==> config.mk <==
export PLATFORM = sky130hd
export DESIGN_NAME = kruskal_mst_union_find
export DESIGN_NICKNAME = d
export VERILOG_FILES = /design/src/rtl/core/kmst_pkg.sv /design/src/rtl/core/kmst_datapath.sv /design/src/rtl/core/kmst_ctrl.sv /design/src/rtl/core/kruskal_mst_union_find.sv
export SDC_FILE = /design/constraint.sdc
export NUM_CORES = 1
export LEC_CHECK = 0
export BUFFER_PORTS_ARGS = -buffer_cell sky130_fd_sc_hd__buf_2
export CORE_ASPECT_RATIO = 0.7
export CORE_MARGIN = 2
export CORE_UTILIZATION = 25
export CTS_CLUSTER_SIZE = 8
export DETAILED_ROUTE_END_ITERATION = 10
export SYNTH_ARGS = -nofsm -noshare
export SYNTH_HDL_FRONTEND = slang
export SYNTH_SLANG_ARGS = --single-unit
==> constraint.sdc <==
create_clock -name aclk -period 8.68 [get_ports aclk]
set_clock_uncertainty 0.1 [all_clocks]
set_input_delay 2.17 -clock aclk [delete_from_list [all_inputs] [get_ports aclk]]
set_output_delay 2.17 -clock aclk [all_outputs]
set_load 0.02 [all_outputs]
==> src/rtl/core/kmst_pkg.sv <==
// Shared types and constants for the Kruskal union-find block.
package kmst_pkg;

    localparam int VERTICES_DEF = 128;
    localparam int VTX_W        = 7;
    localparam int WEIGHT_W     = 16;
    localparam int TOTAL_W      = 23;
    localparam logic [TOTAL_W-1:0] TOTAL_MAX = {TOTAL_W{1'b1}};

    typedef struct packed {
        logic [VTX_W-1:0]    first_vertex;
        logic [VTX_W-1:0]    second_vertex;
        logic [WEIGHT_W-1:0] edge_weight;
        logic                last_edge;
    } kmst_in_t;

    typedef struct packed {
        logic                accepted;
        logic [WEIGHT_W-1:0] taken_weight;
        logic [TOTAL_W-1:0]  tree_total;
        logic                graph_done;
    } kmst_out_t;

    // controller -> datapath
    typedef struct packed {
        logic capture;     // latch incoming word
        logic clr_start;   // restart clearing sweep, zero total
        logic clr_en;      // write one identity entry
        logic sel_b;       // walk works on second vertex
        logic walk_start;  // cur <= vertex, read its parent
        logic find_step;   // cur <= parent, read next parent
        logic save_root;   // cur is the root of the walk
        logic comp_step;   // point cur at root, move to parent
        logic link;        // join roots if they differ, add weight
        logic load_out;    // fill the result register
    } kmst_cmd_t;

    // datapath -> controller
    typedef struct packed {
        logic in_range;
        logic at_root;
        logic at_walk_root;
        logic clr_last;
        logic last_edge;   // word in work closes its graph
    } kmst_sts_t;

endpackage

==> src/rtl/core/kmst_datapath.sv <==
// Datapath: parent memory, walk registers, running total and result register.
module kmst_datapath
    import kmst_pkg::*;
#(
    parameter int VERTICES = VERTICES_DEF
) (
    input  logic      aclk,
    input  logic      aresetn,
    input  kmst_cmd_t cmd,
    output kmst_sts_t sts,
    input  kmst_in_t  s_data,
    output kmst_out_t m_data
);

    localparam int AW = $clog2(VERTICES);

    logic [AW-1:0] mem [VERTICES];

    kmst_in_t          item_reg;
    logic [AW-1:0]     cur_reg, cur_next;
    logic [AW-1:0]     root_a_reg, root_b_reg;
    logic [AW-1:0]     rd_data_reg;
    logic [AW-1:0]     clr_cnt_reg, clr_cnt_next;
    logic [TOTAL_W-1:0] total_reg, total_next;
    logic              ok_reg;
    kmst_out_t         out_reg;

    logic [VTX_W-1:0]  vtx_sel;
    logic [AW-1:0]     vtx_addr, root_sel, rd_addr;
    logic              we;
    logic [AW-1:0]     wr_addr, wr_data;
    logic [TOTAL_W:0]  sum;

    always_comb begin
        vtx_sel  = cmd.sel_b ? item_reg.second_vertex : item_reg.first_vertex;
        vtx_addr = AW'(vtx_sel);
        root_sel = cmd.sel_b ? root_b_reg : root_a_reg;
        rd_addr  = cmd.walk_start ? vtx_addr : rd_data_reg;

        we      = 1'b0;
        wr_addr = cur_reg;
        wr_data = root_sel;
        if (cmd.clr_en) begin
            we      = 1'b1;
            wr_addr = clr_cnt_reg;
            wr_data = clr_cnt_reg;
        end else if (cmd.comp_step) begin
            we      = 1'b1;
        end else if (cmd.link && (root_a_reg != root_b_reg)) begin
            we      = 1'b1;
            wr_addr = root_a_reg;
            wr_data = root_b_reg;
        end

        cur_next = cur_reg;
        if (cmd.walk_start) begin
            cur_next = vtx_addr;
        end else if (cmd.find_step || cmd.comp_step) begin
            cur_next = rd_data_reg;
        end

        clr_cnt_next = clr_cnt_reg;
        if (cmd.clr_start) begin
            clr_cnt_next = '0;
        end else if (cmd.clr_en) begin
            clr_cnt_next = clr_cnt_reg + AW'(1);
        end

        sum = {1'b0, total_reg} + (TOTAL_W + 1)'(item_reg.edge_weight);
        total_next = total_reg;
        if (cmd.clr_start) begin
            total_next = '0;
        end else if (cmd.link && (root_a_reg != root_b_reg)) begin
            total_next = (sum > {1'b0, TOTAL_MAX}) ? TOTAL_MAX : sum[TOTAL_W-1:0];
        end

        sts.in_range     = (int'(item_reg.first_vertex) < VERTICES)
                        && (int'(item_reg.second_vertex) < VERTICES);
        sts.at_root      = (rd_data_reg == cur_reg);
        sts.at_walk_root = (cur_reg == root_sel);
        sts.clr_last     = (clr_cnt_reg == AW'(VERTICES - 1));
        sts.last_edge    = item_reg.last_edge;
    end

    // parent memory: one write, one registered read
    always_ff @(posedge aclk) begin
        if (we) begin
            mem[wr_addr] <= wr_data;
        end
        rd_data_reg <= mem[rd_addr];
    end

    always_ff @(posedge aclk) begin
        if (!aresetn) begin
            clr_cnt_reg <= '0;
            total_reg   <= '0;
        end else begin
            clr_cnt_reg <= clr_cnt_next;
            total_reg   <= total_next;
        end
    end

    always_ff @(posedge aclk) begin
        cur_reg <= cur_next;
        if (cmd.capture) begin
            item_reg <= s_data;
            ok_reg   <= 1'b0;
        end else if (cmd.link && (root_a_reg != root_b_reg)) begin
            ok_reg   <= 1'b1;
        end
        if (cmd.save_root) begin
            if (cmd.sel_b) begin
                root_b_reg <= cur_reg;
            end else begin
                root_a_reg <= cur_reg;
            end
        end
        if (cmd.load_out) begin
            out_reg.accepted     <= ok_reg;
            out_reg.taken_weight <= item_reg.edge_weight;
            out_reg.tree_total   <= total_reg;
            out_reg.graph_done   <= item_reg.last_edge;
        end
    end

    assign m_data = out_reg;

endmodule

==> src/rtl/core/kmst_ctrl.sv <==
// Controller: sequences clearing sweep, root walks, compression, link and result.
module kmst_ctrl
    import kmst_pkg::*;
(
    input  logic      aclk,
    input  logic      aresetn,
    input  logic      s_valid,
    output logic      s_ready,
    output logic      m_valid,
    input  logic      m_ready,
    input  kmst_sts_t sts,
    output kmst_cmd_t cmd
);

    typedef enum logic [2:0] {
        ST_CLEAR,
        ST_IDLE,
        ST_START,
        ST_FIND,
        ST_CSTART,
        ST_COMP,
        ST_LINK,
        ST_OUT
    } state_t;

    state_t state_reg, state_next;
    logic   sel_b_reg, sel_b_next;
    logic   m_valid_reg, m_valid_next;

    always_comb begin
        cmd          = '0;
        cmd.sel_b    = sel_b_reg;
        state_next   = state_reg;
        sel_b_next   = sel_b_reg;
        m_valid_next = m_valid_reg && !m_ready;

        case (state_reg)
            ST_CLEAR: begin
                cmd.clr_en = 1'b1;
                if (sts.clr_last) begin
                    state_next = ST_IDLE;
                end
            end
            ST_IDLE: begin
                if (s_valid) begin
                    cmd.capture = 1'b1;
                    sel_b_next  = 1'b0;
                    state_next  = ST_START;
                end
            end
            ST_START: begin
                if (!sts.in_range) begin
                    state_next = ST_OUT;
                end else begin
                    cmd.walk_start = 1'b1;
                    state_next     = ST_FIND;
                end
            end
            ST_FIND: begin
                if (sts.at_root) begin
                    cmd.save_root = 1'b1;
                    state_next    = ST_CSTART;
                end else begin
                    cmd.find_step = 1'b1;
                end
            end
            ST_CSTART: begin
                cmd.walk_start = 1'b1;
                state_next     = ST_COMP;
            end
            ST_COMP: begin
                if (sts.at_walk_root) begin
                    if (sel_b_reg) begin
                        state_next = ST_LINK;
                    end else begin
                        sel_b_next = 1'b1;
                        state_next = ST_START;
                    end
                end else begin
                    cmd.comp_step = 1'b1;
                end
            end
            ST_LINK: begin
                cmd.link   = 1'b1;
                state_next = ST_OUT;
            end
            ST_OUT: begin
                if (!m_valid_reg || m_ready) begin
                    cmd.load_out = 1'b1;
                    m_valid_next = 1'b1;
                    if (sts.last_edge) begin
                        cmd.clr_start = 1'b1;
                        state_next    = ST_CLEAR;
                    end else begin
                        state_next    = ST_IDLE;
                    end
                end
            end
            default: begin
                state_next = ST_CLEAR;
            end
        endcase
    end

    always_ff @(posedge aclk) begin
        if (!aresetn) begin
            state_reg   <= ST_CLEAR;
            sel_b_reg   <= 1'b0;
            m_valid_reg <= 1'b0;
        end else begin
            state_reg   <= state_next;
            sel_b_reg   <= sel_b_next;
            m_valid_reg <= m_valid_next;
        end
    end

    assign s_ready = (state_reg == ST_IDLE);
    assign m_valid = m_valid_reg;

endmodule

==> src/rtl/core/kruskal_mst_union_find.sv <==
// Top level of the Kruskal minimum spanning tree union-find stage.
//
// Usage:
//  - s_ channel: one edge per word (two vertices, weight, last flag), weights
//    in nondecreasing order. m_ channel: one result word per edge (accepted,
//    echoed weight, running tree total, graph done).
//  - One edge is worked at a time. The result word is loaded once both
//    vertices have been walked to their roots and linked (each walk runs a
//    root search then a compression pass, one parent read a cycle from the
//    one-read one-write parent memory). Unless the edge was marked last, the
//    next edge can be taken in the cycle after the load. Path compression
//    keeps depths small. An edge with a vertex out of range skips the walks
//    and leaves the forest alone.
//  - After the edge marked last, the result is loaded and then a clearing
//    sweep rewrites every parent entry to itself, with s_ready low. The same
//    sweep runs straight after reset, so s_ready rises once it has written
//    the last entry.
//  - The result sits in an output register; a stalled receiver holds m_valid
//    and the word steady, while the next edge is still taken and worked. Only
//    its own result waits for the slot to free. Total saturates at full scale.
module kruskal_mst_union_find
    import kmst_pkg::*;
#(
    parameter int VERTICES = VERTICES_DEF
) (
    input  logic      aclk,
    input  logic      aresetn,
    input  logic      s_valid,
    output logic      s_ready,
    input  kmst_in_t  s_data,
    output logic      m_valid,
    input  logic      m_ready,
    output kmst_out_t m_data
);

    kmst_cmd_t cmd;
    kmst_sts_t sts;

    kmst_ctrl u_ctrl (
        .aclk      (aclk),
        .aresetn   (aresetn),
        .s_valid   (s_valid),
        .s_ready   (s_ready),
        .m_valid   (m_valid),
        .m_ready   (m_ready),
        .sts       (sts),
        .cmd       (cmd)
    );

    kmst_datapath #(
        .VERTICES (VERTICES)
    ) u_dp (
        .aclk    (aclk),
        .aresetn (aresetn),
        .cmd     (cmd),
        .sts     (sts),
        .s_data  (s_data),
        .m_data  (m_data)
    );

endmodule

-- Word level (Yosys, flattened, before mapping)
Memory sizes are Yosys's and may differ from the RTL's. A register that Yosys moved wholly into a read port is not among the register bits.
Index checks and enable logic that the tools add are counted.
Widths: inputs -> output; s select.
- eq/ne operators: 16
- muxes and demuxes: 45
- order comparisons: 1
- reduce and logical (&&, ||, !) cells: 15
- bitwise operators: 2
- add/subtract/negate cells: 2
- operator list (cell ; count):
    $mux 7 ; 11
    $add 23x16->24 ; 1
    $gt 24x23->1 const B ; 1
    $mux 1 ; 24
    $pmux 3 s8 ; 1
    $mux 23 ; 1
    $mux 3 ; 6
    $eq 7x7->1 ; 2
    $eq 3x3->1 const B ; 4
    $ne 2x2->1 const B ; 4
    $add 7x1->7 const B ; 1
    $eq 7x7->1 const B ; 1
    $ne 7x7->1 ; 1
    $eq 3x2->1 const B ; 2
    $reduce_and 5->1 ; 1
    $reduce_and 2->1 ; 2
    $reduce_bool 2->1 ; 2
    $reduce_or 2->1 ; 2
    $eq 3x1->1 const B ; 1
    $logic_not 3->1 ; 1
    $reduce_and 3->1 ; 1
    $logic_and 1x1->1 ; 2
    $logic_not 1->1 ; 2
    $logic_or 1x1->1 ; 2
    other kinds (4) ; 5
- input bits: 35
- memories: 1
- bits in registers: 129
- bits in writable memories: 896
- word-level logic and storage cells: 99
- memories (memory ; depth ; width ; read ports ; clocked after Yosys merged registers in ; wr ports ; RTL line ; text):
    u_dp.mem ; 128 ; 7 ; 1 ; 1 ; 1 ; kmst_datapath.sv:17 ; logic [AW-1:0] mem [VERTICES];

-- Longest topological paths before layout
- depth in word-level cells: 8
- gate-level depth with buffers: 16

-- Cells and area by module
Synthesis repeated with hierarchy kept, for this count alone.
- cell total of the unflattened synthesis: 3162
- area total of the unflattened synthesis: 42047.8 um2
- by module, submodules not included (module ; area each (um2) ; times used ; cells an instance ; seq. area each (um2)):
    kmst_datapath ; 41581.1 ; 1 ; 3113 ; 30459.2
    kmst_ctrl ; 466.7 ; 1 ; 49 ; 100.1

-- Worst setup path after synthesis
No wires, ideal clock.
- path type: register to register
- start: register u_dp.root_b_reg[3]
- end: memory u_dp.mem[0][0] (netlist bit) (data pin)
- data required time: 7688 ps
- data arrival time: 5297 ps
- path slack: 2391 ps
- stages on the path, launching flop included: 9
- path buffers: 2
- cells stage by stage: edfxtp_1 xor2_1 nor4_1 a211oi_1 buf_2 clkbuf_1 nor2_1 mux2i_1 a21oi_1
- word-level cells in the longest chain between the ends: 6
- RTL lines (item ; RTL line ; text):
    start: declaration ; kmst_datapath.sv:21 ; logic [AW-1:0] root_a_reg, root_b_reg;
    start signal: assignment ; kmst_datapath.sv:113 ; root_b_reg <= cur_reg;
    $mux 7 ; kmst_datapath.sv:37 ; root_sel = cmd.sel_b ? root_b_reg : root_a_reg;
    $eq 7x7->1 ; kmst_datapath.sv:80 ; sts.at_walk_root = (cur_reg == root_sel);
    $mux 1 ; kmst_ctrl.sv:72 ; if (sts.at_walk_root) begin
    $mux 1 ; kmst_ctrl.sv:37 ; case (state_reg)
    $mux 7 * ; kmst_datapath.sv:47 ; end else if (cmd.comp_step) begin
    $mux 7 * ; kmst_datapath.sv:43 ; if (cmd.clr_en) begin
    named net u_dp.wr_data[0] ; kmst_datapath.sv:31 ; logic [AW-1:0] wr_addr, wr_data;
    end: declaration ; kmst_datapath.sv:17 ;
The timed path passes the listed nets; every way through them passes the cells marked *.

-- Final worst setup path
- start: register u_ctrl.state_reg[2]
- end: register u_dp.rd_data_reg[2] (read register of u_dp.mem)
- word-level cells in the longest chain between the ends: 4
- RTL lines (item ; RTL line ; text):
    start: declaration ; kmst_ctrl.sv:26 ; state_t state_reg, state_next;
    start signal: assignment ; kmst_ctrl.sv:111 ; state_reg <= state_next;
    $eq 3x2->1 or $eq 3x3->1 (tied branches) ; kmst_ctrl.sv:37 ;
    $reduce_or 2->1 (no line) * ; - ;
    $mux 1 * ; - ;
    $mux 7 * ; kmst_datapath.sv:38 ; rd_addr = cmd.walk_start ? vtx_addr : rd_data_reg;
    end: declaration ; kmst_datapath.sv:22 ; logic [AW-1:0] rd_data_reg;
Mark *: on every way between the ends. The rest lies on a longest branch, timed or not.
A chain may end at the register's enable or synchronous reset.

==> flow_summary.yaml <==
final_layout:
  final_nets: 2965
  largest_reg_flops: 896
  regArea_mm2: 0.0306
  final_layout_size_suffix_gt1_share_pct: 14.5
  area_growth_pct: 17.0
  multi_input_area_mm2: 0.0111
  finish.instance_area_mm2: 0.0496
  fin_cells: 5211
  fillCellCount: 16615
critical_path:
  critPathCapture: "u_dp.rd_data_reg[2]$_DFF_P_"
  r2r_end: "u_dp.rd_data_reg[2]$_DFF_P_"
  r2r-start: "u_ctrl.state_reg[2]$_SDFFE_PN0P_"
  slowest_delay_ns: 0.84
  reg2reg_slack_ns: 3.00
  cp_slowest_cell: "a2111oi_0"
  start_kind: "flop"
  crit_chain: "xor2_4 -> buf_4 -> nand2_2 -> o21a_2 -> buf_4 -> inv_2 -> buf_4 -> nand2_1 -> a2111oi_0 -> a211oi_1 -> o21a_1 -> o22ai_1 -> a21oi_1"
  crit_path_max_fanout: 53
  path_delay_family: "compound AO/OA/AOI/OAI gates"
  cp_common_cell: "buf_4"
  crit_required_ns: 9.22
  worstSetupPathType: "flop to flop"
  worst-path-stages: 13
  end_kind: "flop"
  ff2ff_path_depth: 13
  arrival_ns: 6.22
  crit_path_start: "u_ctrl.state_reg[2]$_SDFFE_PN0P_"
  crit_buf_inv: 4
timing:
  timing.fmax_mhz: 176
  setup_viol: 0
  hold_ws_ns: 0.347
  slew_headroom_pct: 19.5
  setup_slack_ns: 3.00
  hold_viol_final: 0
  slew_violations: 0
  fin_crit_ns: 5.68
  finalCritPeriodShare_pct: 65.4
  fin_tns_setup_ns: 0
  rsz0062_at_grt: "false"
  max_slew.worst_pin.slew_ns: 1.21
floorplan:
  rows: 126
  initial_utilization_pct: 25.2
  die_w_um: 496
  core_mm2: 0.168
  io_pins: 78
  die_y_um: 348
  dieArea_mm2: 0.173
synthesis:
  synthFlopType: "edfxtp_1"
  ys_ff_latch: 1032
  avgSynthCellArea_um2: 15.2
  ys_warn_count: 0
  async_reset_ff_share_pct: 0
  synth_cell_types: 65
  yosysSeqAreaShare_pct: 72.1
  synth_nets: 2848
  netlist_instances: 2795
  synth_edf_count: 989
  syn_area_mm2: 0.0424
route:
  via_per_inst: 5.03
  ant_nets: 0
  dr_total_vias: 26229
  post_drt_wl_per_cell_um: 23.4
  first_pass_iters: 5
  finalWirelength_um: 122000
  drc: 0
  drt_iter0_drc: 3736
pwr:
  switchingPower_mw: 4.91
  leakage_nw: 15.8
  clkPwrFrac_pct: 35.6
  cellInternalPower_mw: 9.84
  p_per_area_mw_per_mm2: 298
  p_comb_share_pct: 26.9
  peakVddDrop_mv: 0.233
  p_sw_share_pct: 33.3
  p_seq_share_pct: 37.5
outcome:
  status: "completed"
clock_network:
  cts_hold_buf: 0
  clkSinkCount: 1032
  root_buffer: "clkbuf_16"
  cts_buffers: 147
  h-tree-depth: 4
  cts_tree: "yes"
  cts_buffer_depth: 3
  cts_setup_buffers: 0
  ctsResizeCount: 0
  worstSkewPairLatency_ns: 0.77
  clkTransAtPathRegs_ns: 0.05
global_routing:
  gr-total-overflow: 0
  grt_pass1_wl_um: 177000
  grt_max_degree: 105
  first_global_vias: 25049
  grt_usage_pct: 13.8
  antenna_found_initial: 2
placed_design:
  io_buffers: 77
  dpl_cell_area_mm2: 0.0454
  gp_congestion: 0.860
  hpwl_um: 74900
  dp.cells: 5003
  post-place-ws_ns: 3.28
job:
  max_cap_viol_count: 0
worst_hold_path:
  hold_class: "flop to flop"
metal layers:
layer  vias to the layer above  wire [um]  global-route usage (%)
met4                         0       2680                    4.42
met1                     13363      54300                    20.6
met3                       186      15000                    4.85
met2                      1458      50100                    18.5
met5                         -          0                       0
li1                      11222          -                       -
worst min path at each step:
stage          cells past startpoint                        end                startpoint
2_1_floorplan                      0  u_dp.m_data[40]$_DFFE_PP_  u_dp.ok_reg$_SDFFE_PP0P_
3_3_place_gp                       0  u_dp.m_data[40]$_DFFE_PP_  u_dp.ok_reg$_SDFFE_PP0P_
3_5_place_dp                       0  u_dp.m_data[40]$_DFFE_PP_  u_dp.ok_reg$_SDFFE_PP0P_
4_1_cts                            0  u_dp.m_data[40]$_DFFE_PP_  u_dp.ok_reg$_SDFFE_PP0P_
5_1_grt                            0  u_dp.m_data[40]$_DFFE_PP_  u_dp.ok_reg$_SDFFE_PP0P_
6_report                           0  u_dp.m_data[40]$_DFFE_PP_  u_dp.ok_reg$_SDFFE_PP0P_
synth_stat cells (all sizes together) (25+ instances only):
master  instances  area share (%)
nand4          35            0.52
mux2i         146             3.5
nor2          210             1.9
nand3         145             1.7
nor3           65            0.77
mux4           84             4.5
nand2         177             1.6
xor2           25            0.53
a21oi         162             1.9
dfxtp          43             2.0
o221ai         41            0.85
nor4           32            0.47
o22ai          30            0.44
buf            72             1.1
clkbuf        100            0.89
edfxtp        989              70
nand2b         26            0.38
o21ai         134             1.6
power groups by stage:
stage | Sequential [mW] | Combinational, mW | Clock, mW
floorplan | 5.60 | 2.48 | 0
global route | 5.53 | 4.16 | 5.52
finish | 5.54 | 3.97 | 5.25
detailed placement | 5.63 | 3.85 | 0
global placement | 5.63 | 3.85 | 0
CTS | 5.53 | 3.87 | 5.31
layout make-up:
cell class                      count  share of cell area, %
Timing Repair Buffer              140                   1.75
Tap cell                         2240                   5.65
Multi-Input combinational cell   1573                   22.3
Clock inverter                     17                  0.694
Antenna cell                        3                 0.0151
Clock buffer                      188                   7.73
Sequential cell                  1032                   61.7
Inverter                           18                  0.174
stage by stage:
| stage | power, mW | utilization, % |
|---|---|---|
| finish | 14.8 | 29.4 |
| global route | 15.2 | 29.4 |
| CTS | 14.7 | 29.4 |
| detailed placement | 9.48 | 27.0 |
| global placement | 9.47 | 26.9 |
| floorplan | 8.08 | - |
cells in the final DEF, fill, tap and decap left out, types with 9 or more instances in the layout:
cell and count:
edfxtp_1 989, nor2_1 208, nand2_1 174, a21oi_1 153, clkbuf_16 147, mux2i_1 145, nand3_1 143, o21ai_0 132
mux4_2 84, buf_2 78, nor3_1 64, buf_4 61, dfxtp_1 43, o221ai_1 41, clkbuf_1 41, nand4_1 35
nor4_1 32, o22ai_1 30, nand2b_1 26, xor2_1 24, and3_1 21, a311oi_1 21, xnor2_1 20, ha_1 17
a211oi_1 15, a21o_1 14, a22o_1 14, inv_1 13, mux2_2 12, a2111oi_0 11, a31oi_1 11, o21a_1 10
a22oi_1 10, or3_1 9
cell families (layout without fill, tap and decap cells):
logic type | after synthesis | count (layout) | synth area share (%)
DFF | 1032 | 1032 | 72.1
and+or+nand+nor | 743 | 743 | 8.13
AOI/OAI and AO/OA | 525 | 525 | 7.83
muxes | 242 | 242 | 8.24
buffers and inverters | 190 | 363 | 2.17
xor gates and xnor gates | 45 | 45 | 0.948
adders and majority gates | 18 | 18 | 0.549
other | 0 | 3 | 0
Note: power is estimated with default switching activity, not from simulation.
